### config.mk
export PLATFORM = sky130hd
export DESIGN_NAME = ubx_frame_escape_encoder_core
export DESIGN_NICKNAME = d
export VERILOG_FILES = /design/src/rtl/ubx_enc_pkg.sv /design/src/rtl/ubx_enc_obuf.sv /design/src/rtl/ubx_frame_escape_encoder_core.sv
export SDC_FILE = /design/constraint.sdc
export NUM_CORES = 1
export LEC_CHECK = 0
export BUFFER_PORTS_ARGS = -buffer_cell sky130_fd_sc_hd__buf_4
export CORE_ASPECT_RATIO = 0.9
export CORE_MARGIN = 3
export CORE_UTILIZATION = 47
export CTS_BUF_LIST = sky130_fd_sc_hd__clkbuf_2 sky130_fd_sc_hd__clkbuf_4 sky130_fd_sc_hd__clkbuf_8
export DETAILED_ROUTE_END_ITERATION = 10
export MAX_ROUTING_LAYER = met4
export PLACE_DENSITY = 0.63
export SYNTH_ARGS = -nofsm -noshare
export SYNTH_HDL_FRONTEND = slang
export SYNTH_HIERARCHICAL = 1
export SYNTH_SLANG_ARGS = --single-unit
### constraint.sdc
create_clock -name aclk -period 9.9 [get_ports aclk]
set_clock_uncertainty 0.05 [all_clocks]
set_input_delay 2.475 -clock aclk [delete_from_list [all_inputs] [get_ports aclk]]
set_output_delay 2.475 -clock aclk [all_outputs]
set_load 0.1 [all_outputs]
### src/rtl/ubx_enc_pkg.sv
// ----------------------------------------------------------------------------
// ubx_enc_pkg
// Shared constants, the result-pair type and the hex digit decode for the
// UBX command string encoder.
// ----------------------------------------------------------------------------
package ubx_enc_pkg;

    // sync bytes sent ahead of a framed body
    localparam logic [7:0] SYNC_ONE = 8'hB5;
    localparam logic [7:0] SYNC_TWO = 8'h62;

    // characters with a meaning in the command string
    localparam logic [7:0] CH_NUL   = 8'h00;
    localparam logic [7:0] CH_QUOTE = 8'h22;
    localparam logic [7:0] CH_BSL   = 8'h5C;
    localparam logic [7:0] CH_U     = 8'h75;
    localparam logic [7:0] CH_X     = 8'h78;
    localparam logic [7:0] CH_N     = 8'h6E;
    localparam logic [7:0] CH_R     = 8'h72;
    localparam logic [7:0] CH_0     = 8'h30;
    localparam logic [7:0] CH_9     = 8'h39;
    localparam logic [7:0] CH_LA    = 8'h61;
    localparam logic [7:0] CH_LF    = 8'h66;
    localparam logic [7:0] CH_UA    = 8'h41;
    localparam logic [7:0] CH_UF    = 8'h46;

    // bytes produced by the line escapes
    localparam logic [7:0] BYTE_LF  = 8'h0A;
    localparam logic [7:0] BYTE_CR  = 8'h0D;

    // up to two bytes produced by one character
    typedef struct packed {
        logic [1:0] count;
        logic [7:0] byte0;
        logic [7:0] byte1;
    } res_pair_t;

    // hex digit value, anything that is not a hex digit reads as zero
    function automatic logic [3:0] hex_value(input logic [7:0] c);
        logic [7:0] d;
        begin
            d = 8'h00;
            if (c >= CH_0 && c <= CH_9) begin
                d = c - CH_0;
            end else if (c >= CH_LA && c <= CH_LF) begin
                d = c - CH_LA + 8'd10;
            end else if (c >= CH_UA && c <= CH_UF) begin
                d = c - CH_UA + 8'd10;
            end
            hex_value = d[3:0];
        end
    endfunction

endpackage

### src/rtl/ubx_enc_obuf.sv
// ----------------------------------------------------------------------------
// ubx_enc_obuf
// Two-byte result register: loads the bytes caused by one character and
// hands them out one per request, marking the final one with tlast.
// ----------------------------------------------------------------------------
module ubx_enc_obuf (
    input  logic                   aclk,
    input  logic                   aresetn,
    input  logic                   load,
    input  ubx_enc_pkg::res_pair_t load_data,
    output logic                   can_load,
    output logic                   m_tvalid,
    input  logic                   m_tready,
    output logic [7:0]             m_tdata,   // [7:0] out_byte
    output logic                   m_tlast    // last_of_run
);
    import ubx_enc_pkg::*;

    logic [1:0] count_reg, count_next;
    logic [7:0] byte0_reg, byte0_next;
    logic [7:0] byte1_reg, byte1_next;
    logic       pop;

    assign pop      = m_tvalid && m_tready;
    assign m_tvalid = (count_reg != 2'd0);
    assign m_tdata  = byte0_reg;
    assign m_tlast  = (count_reg == 2'd1);

    // free when empty, or when the last byte leaves in this cycle
    assign can_load = (count_reg == 2'd0) || ((count_reg == 2'd1) && m_tready);

    // drain, then refill from the next character
    always_comb begin
        count_next = count_reg;
        byte0_next = byte0_reg;
        byte1_next = byte1_reg;
        if (pop) begin
            count_next = count_reg - 2'd1;
            byte0_next = byte1_reg;
        end
        if (load) begin
            count_next = load_data.count;
            byte0_next = load_data.byte0;
            byte1_next = load_data.byte1;
        end
    end

    always_ff @(posedge aclk) begin
        if (!aresetn) begin
            count_reg <= 2'd0;
        end else begin
            count_reg <= count_next;
        end
        byte0_reg <= byte0_next;
        byte1_reg <= byte1_next;
    end

endmodule

### src/rtl/ubx_frame_escape_encoder_core.sv
// ----------------------------------------------------------------------------
// ubx_frame_escape_encoder_core
// Turns the characters of a send command into transmit bytes: optional UBX
// sync and Fletcher-8 trailer, with \xHH, \n and \r escapes decoded.
// ----------------------------------------------------------------------------
//  channel | direction | tdata          | tuser / tlast
//  s_      | in        | [7:0] ch       | tuser: start_req
//  m_      | out       | [7:0] out_byte | tlast: last_of_run
//
//  Each character is decoded in the cycle it is taken; its bytes sit in the
//  result register from the next cycle, out one byte per cycle unless m_ stalls.
//  A character gives zero, one or two bytes, so with no stall on m_ the rate
//  is one character per cycle for single bytes or none; a sync or checksum
//  pair holds the next one until its second byte leaves (single result port).
//  s_tready is high while the result register is empty or its last byte is
//  being taken; a stall on m_ holds the bytes and, in turn, s_.
//  Reset clears the decoder to idle and empties the result register.
// ----------------------------------------------------------------------------
module ubx_frame_escape_encoder_core (
    input  logic       aclk,
    input  logic       aresetn,
    input  logic       s_tvalid,
    output logic       s_tready,
    input  logic [7:0] s_tdata,   // [7:0] ch
    input  logic       s_tuser,   // start_req
    output logic       m_tvalid,
    input  logic       m_tready,
    output logic [7:0] m_tdata,   // [7:0] out_byte
    output logic       m_tlast    // last_of_run
);
    import ubx_enc_pkg::*;

    typedef enum logic [2:0] {
        PH_IDLE,
        PH_SKIP,
        PH_BODY,
        PH_ESC,
        PH_HEX1,
        PH_HEX2
    } phase_t;

    phase_t     phase_reg, phase_next;
    logic       framed_reg, framed_next;
    logic [7:0] sum_a_reg, sum_a_next;
    logic [7:0] sum_b_reg, sum_b_next;
    logic [3:0] nib_reg, nib_next;

    logic       accept;
    logic       can_load;
    res_pair_t  res;
    logic       body_put;
    logic [7:0] body_byte;
    logic [7:0] sum_a_add;

    assign s_tready = can_load;
    assign accept   = s_tvalid && s_tready;

    // decode one character
    always_comb begin
        phase_next  = phase_reg;
        framed_next = framed_reg;
        nib_next    = nib_reg;
        res         = '0;
        body_put    = 1'b0;
        body_byte   = s_tdata;
        if (s_tuser) begin
            nib_next = 4'd0;
            if (s_tdata == CH_U) begin
                framed_next = 1'b1;
                res.count   = 2'd2;
                res.byte0   = SYNC_ONE;
                res.byte1   = SYNC_TWO;
                phase_next  = PH_SKIP;
            end else begin
                framed_next = 1'b0;
                phase_next  = PH_BODY;
            end
        end else begin
            case (phase_reg)
                PH_SKIP: begin
                    phase_next = PH_BODY;
                end
                PH_BODY: begin
                    if (s_tdata == CH_NUL || s_tdata == CH_QUOTE) begin
                        // trailer: checksum pair as it stood before the end
                        if (framed_reg) begin
                            res.count = 2'd2;
                            res.byte0 = sum_a_reg;
                            res.byte1 = sum_b_reg;
                        end
                        phase_next = PH_IDLE;
                    end else if (s_tdata == CH_BSL) begin
                        phase_next = PH_ESC;
                    end else begin
                        body_put = 1'b1;
                    end
                end
                PH_ESC: begin
                    if (s_tdata == CH_X) begin
                        phase_next = PH_HEX1;
                    end else begin
                        body_put = 1'b1;
                        if (s_tdata == CH_N) begin
                            body_byte = BYTE_LF;
                        end else if (s_tdata == CH_R) begin
                            body_byte = BYTE_CR;
                        end
                        phase_next = PH_BODY;
                    end
                end
                PH_HEX1: begin
                    nib_next   = hex_value(s_tdata);
                    phase_next = PH_HEX2;
                end
                PH_HEX2: begin
                    body_put   = 1'b1;
                    body_byte  = {nib_reg, hex_value(s_tdata)};
                    phase_next = PH_BODY;
                end
                default: begin
                    phase_next = PH_IDLE;
                end
            endcase
        end
        if (body_put) begin
            res.count = 2'd1;
            res.byte0 = body_byte;
        end
    end

    // fletcher-8 running pair, cleared at each start
    assign sum_a_add = sum_a_reg + body_byte;

    always_comb begin
        sum_a_next = sum_a_reg;
        sum_b_next = sum_b_reg;
        if (s_tuser) begin
            sum_a_next = 8'd0;
            sum_b_next = 8'd0;
        end else if (body_put) begin
            sum_a_next = sum_a_add;
            sum_b_next = sum_b_reg + sum_a_add;
        end
    end

    // decoder state, updated on each accepted request
    always_ff @(posedge aclk) begin
        if (!aresetn) begin
            phase_reg  <= PH_IDLE;
            framed_reg <= 1'b0;
            sum_a_reg  <= 8'd0;
            sum_b_reg  <= 8'd0;
            nib_reg    <= 4'd0;
        end else if (accept) begin
            phase_reg  <= phase_next;
            framed_reg <= framed_next;
            sum_a_reg  <= sum_a_next;
            sum_b_reg  <= sum_b_next;
            nib_reg    <= nib_next;
        end
    end

    ubx_enc_obuf u_obuf (
        .aclk      (aclk),
        .aresetn   (aresetn),
        .load      (accept),
        .load_data (res),
        .can_load  (can_load),
        .m_tvalid  (m_tvalid),
        .m_tready  (m_tready),
        .m_tdata   (m_tdata),
        .m_tlast   (m_tlast)
    );

endmodule
==> results.md <==
Status:
- The flow ran to the end, and the final reports show no timing, DRC or antenna violations.

Final layout:
- The register cell area after layout is approximately 1000 um^2.
- The area growth from synthesis to layout is 9.59%.
- The library cell used most frequently in the layout, excluding fill and tap cells, is sky130_fd_sc_hd__nor2_1.
- The total of fill cells in the finished design is 604.
- In the layout the commonest cells are sky130_fd_sc_hd__nor2_1, sky130_fd_sc_hd__nand2_1, sky130_fd_sc_hd__dfxtp_1, sky130_fd_sc_hd__inv_1, sky130_fd_sc_hd__buf_4.
- The area taken by multi-input logic gates is around 1900 um^2.
- The ratio of cells with drive above 1 in the final layout is 0.148.
- 0 antenna diodes ended up in the layout.
- For this run, the post-layout net count is 393.
- Measured on the finished design, the core utilization comes to 0.543.

Global routing:
- The via count of the first global-routing pass is between 2000 and 2500.
- The first global-routing pass estimated 12100 um of wire.
- The total congestion overflow is 0.
- The number of antenna violations at the first check in global routing is 0.
- The maximum number of pins on one net before global-route repair is 25.
- The global routing usage summed across all routing layers is 0.208.

Routing:
- The first detailed-routing pass ran for 4 iterations.
- In the final routed layout, each cell accounts on average for 16.6 um.
- In the routed design, unresolved DRC markers number 0.
- The wire length reported by the detailed router is 7400 um.
- The via density per instance is 5.69.
- The number of routed nets with antenna violations is 0.
- In this run, the number of DRC markers left after iteration 0 of detailed routing was 231.
- Across all layers, the routed design uses 2539 vias.

Clocking:
- The number of hold buffers added after CTS was 0.
- The number of setup buffers added after CTS is 0.
- TritonCTS built the clock tree.
- After clock tree synthesis, the clock-pin slew on the worst setup and hold paths is 0.09 ns.
- The cell sitting at the root of the clock tree is a sky130_fd_sc_hd__clkbuf_8.
- The CTS H-tree depth is 2.
- The number of instances resized during post-cts repair is 0.
- The number of CTS-inserted buffers is 5.
- The later pin in the worst-skew pair is clocked with a latency of approximately 0.29 ns.
- No sink is reached through more buffers than the 2 on the longest clock path.
- The number of sinks on the clock net is 42.

Logic synthesis:
- The share of synthesized area in the top cell type comes to 0.169.
- The synthesized area is 3080 um^2.
- The post-synthesis cell type with the largest combined area is sky130_fd_sc_hd__dfxtp_1.
- The number of nets in the synthesized netlist is about 380.
- Yosys printed 6 warnings.
- For this run, asynchronously set or reset flops after synthesis account for 0.
- The flop and latch count out of synthesis is 42.
- The most used flip-flop cell after synthesis is sky130_fd_sc_hd__dfxtp_1.
- The post-synthesis cell type count is 71.
- Ranked by total cell area, the synthesized netlist is headed by sky130_fd_sc_hd__dfxtp_1, sky130_fd_sc_hd__edfxtp_1, sky130_fd_sc_hd__ha_1, sky130_fd_sc_hd__nor2_1, sky130_fd_sc_hd__nand2_1.
- The number of enable-type register cells in the synthesized netlist is 16.
- The post-synthesis sequential area ratio is 0.325.
- Synthesis produced 342 cells.
- The synthesized area per cell is approximately 9.0 um^2.

STA:
- The remaining max-slew budget at the tightest pin is 0.354.
- At the pin with the least slew margin, the transition time is approximately 0.96 ns.
- The minimum period implied by the final worst setup slack is 7.06 ns.
- The number of max-slew violations in the final report is 0.
- The count of endpoints failing hold in the final timing report came to 0.
- The highest clock frequency the design can meet is 0.142 GHz.
- Setup repair after global routing left no endpoint under its margin.
- The setup-violating endpoint count in the final report is 0.
- Dividing the final minimum period by the clock period gives 0.714.
- Setup total negative slack on the finished layout was measured at 0 ns.

Placed design:
- The count of buffers added on input and output ports is 23.
- The global placement routability congestion is around 0.92.
- The HPWL after detailed placement is 5460 um.

Worst setup path:
- For this run, the slowest stage of the critical path takes 0.62 ns.
- The worst path arrival time is 7.18 ns.
- The number of buffers and inverters on the critical path is 2.
- Of all nets on the critical path, the largest fanout is 9.
- At the worst endpoint, the required time is 10.02 ns.
- The path type of the worst setup path is input port to flop.
- Traced cell by cell, the critical path runs through buf_4 -> inv_1 -> ha_1 -> o21bai_1 -> a2111oi_4 -> mux2i_1 -> o32ai_1 -> a22oi_1 -> fa_1 -> nor2b_1 -> o21ai_0 -> a21boi_0 -> o21ai_0 -> nand2_1 -> xor2_1 -> ha_1 -> or3_1 -> o221ai_1 -> nor4_1 -> mux2i_1 -> o2111ai_1.
- The type of element capturing the critical path is a flop.
- The worst setup path is launched from an input port.
- The kind of cell adding the most delay to the critical path is compound AO/OA/AOI/OAI gates.
- The worst-path cell with the longest stage delay is sky130_fd_sc_hd__a2111oi_4.

Flow run:
- The number of violations of the max-capacitance limit is 0.

Floorplanning:
- The die outline height is 82.8 um.
- The region available for standard cell placement spans between 6000 and 7000 um^2.
- The number of I/O pins is 24.
- The floorplan step defined a die boundary enclosing 7560 um^2.
- The effective utilization at floorplan is 0.495.
- The width of the chip is around 91 um.
- The floorplan has 27 rows.

Power and ir drop:
- In this run the power density over the cells is 147 nW/um^2.
- The reported leakage power is 1.32 nW.
- VDD sags by at most 0.0853 mV.

Hold path:
- The class of the tightest hold or removal check is flop to flop.
-- through the flow --
stage | area [um^2] | instances | hold WS (ns) | setup slack [ns] | total power, mW
finish | 3370 | 446 | 0.454 | 2.84 | 0.497
global route | 3370 | 446 | 0.466 | 2.41 | 0.518
CTS | 3370 | 446 | 0.442 | 2.93 | 0.499
detailed placement | 3260 | 438 | 0.428 | 2.62 | 0.361
global placement | 3260 | 438 | 0.433 | 2.79 | 0.361
floorplan | 3080 | 342 | 0.395 | 3.35 | 0.331
-- logic make-up after synthesis --
kind of cell    Yosys count  share of synthesized area
flops                    42                      0.325
fa+ha+maj                22                     0.0943
mux                      14                     0.0533
buf+inv                  38                     0.0614
compound gates           95                      0.231
xor+xnor                  9                     0.0256
simple gates            122                      0.209
-- synthesized netlist by cell type, types with 3 or more instances --
master                     count
sky130_fd_sc_hd__a211oi_1      3
sky130_fd_sc_hd__a21o_1        4
sky130_fd_sc_hd__a21oi_1      18
sky130_fd_sc_hd__a221o_1       5
sky130_fd_sc_hd__a22oi_1      12
sky130_fd_sc_hd__and2_1        6
sky130_fd_sc_hd__and3_1        4
sky130_fd_sc_hd__buf_2         4
sky130_fd_sc_hd__clkbuf_1      4
sky130_fd_sc_hd__dfxtp_1      26
sky130_fd_sc_hd__edfxtp_1     16
sky130_fd_sc_hd__ha_1         20
sky130_fd_sc_hd__inv_1        24
sky130_fd_sc_hd__mux2_2        9
sky130_fd_sc_hd__mux2i_1       4
sky130_fd_sc_hd__nand2_1      30
sky130_fd_sc_hd__nand2b_1      5
sky130_fd_sc_hd__nand3_1       3
sky130_fd_sc_hd__nand3b_1      4
sky130_fd_sc_hd__nand4_1       3
sky130_fd_sc_hd__nor2_1       32
sky130_fd_sc_hd__nor2b_1       3
sky130_fd_sc_hd__nor3_1        8
sky130_fd_sc_hd__nor4_1        3
sky130_fd_sc_hd__o21a_1        4
sky130_fd_sc_hd__o21ai_0      17
sky130_fd_sc_hd__or2_2         3
sky130_fd_sc_hd__or3_1         5
sky130_fd_sc_hd__xnor2_1       7
-- where the power goes --
group / internal [mW] / total (mW) / switching, mW / leakage [nW]
logic: 0.0459 / 0.158 / 0.112 / 0.886
registers: 0.194 / 0.200 / 0.00677 / 0.372
clock network: 0.0756 / 0.138 / 0.0627 / 0.0585
-- cell type report --
| class | instances | area share |
|---|---|---|
| Multi-Input combinational cell | 262 | 0.560 |
| Sequential cell | 42 | 0.297 |
| Timing Repair Buffer | 23 | 0.0512 |
| Clock inverter | 3 | 0.0130 |
| Inverter | 24 | 0.0267 |
| Tap cell | 87 | 0.0323 |
| Clock buffer | 5 | 0.0204 |
-- worst paths after layout --
kind,startpoint,endpoint,slack [ns],cells after the start
worst max-delay path,s_tdata[0],sum_b_reg[7],2.84,21
worst min-delay path,sum_b_reg[5],sum_b_reg[5],0.45,2
worst min register to register,sum_b_reg[5],sum_b_reg[5],0.45,2
worst max register to register,phase_reg[1],sum_b_reg[7],5.28,18
-- per-layer routing --
| metal | routed length [um] | part of all wire | global-route usage |
|---|---|---|---|
| met4 | 51 | 0.0069 | 0.0361 |
| met5 | 0 | 0 | - |
| met3 | 271 | 0.037 | 0.0316 |
| met2 | 3040 | 0.41 | 0.303 |
| met1 | 4040 | 0.55 | 0.308 |
-- worst register-to-register path, stage by stage (launching register included) --
cell	delay [ns]
sky130_fd_sc_hd__dfxtp_1	0.43
sky130_fd_sc_hd__and2b_1	0.28
sky130_fd_sc_hd__nand2_1	0.20
sky130_fd_sc_hd__o21ai_0	0.44
sky130_fd_sc_hd__a22oi_1	0.17
sky130_fd_sc_hd__o22ai_1	0.29
sky130_fd_sc_hd__ha_1	0.33
sky130_fd_sc_hd__nor2b_1	0.15
sky130_fd_sc_hd__o21ai_0	0.17
sky130_fd_sc_hd__a21boi_0	0.14
sky130_fd_sc_hd__o21ai_0	0.31
sky130_fd_sc_hd__nand2_1	0.11
sky130_fd_sc_hd__xor2_1	0.15
sky130_fd_sc_hd__ha_1	0.21
sky130_fd_sc_hd__or3_1	0.34
sky130_fd_sc_hd__o221ai_1	0.34
sky130_fd_sc_hd__nor4_1	0.10
sky130_fd_sc_hd__mux2i_1	0.15
sky130_fd_sc_hd__o2111ai_1	0.12
(Power assumes the default switching activity.)
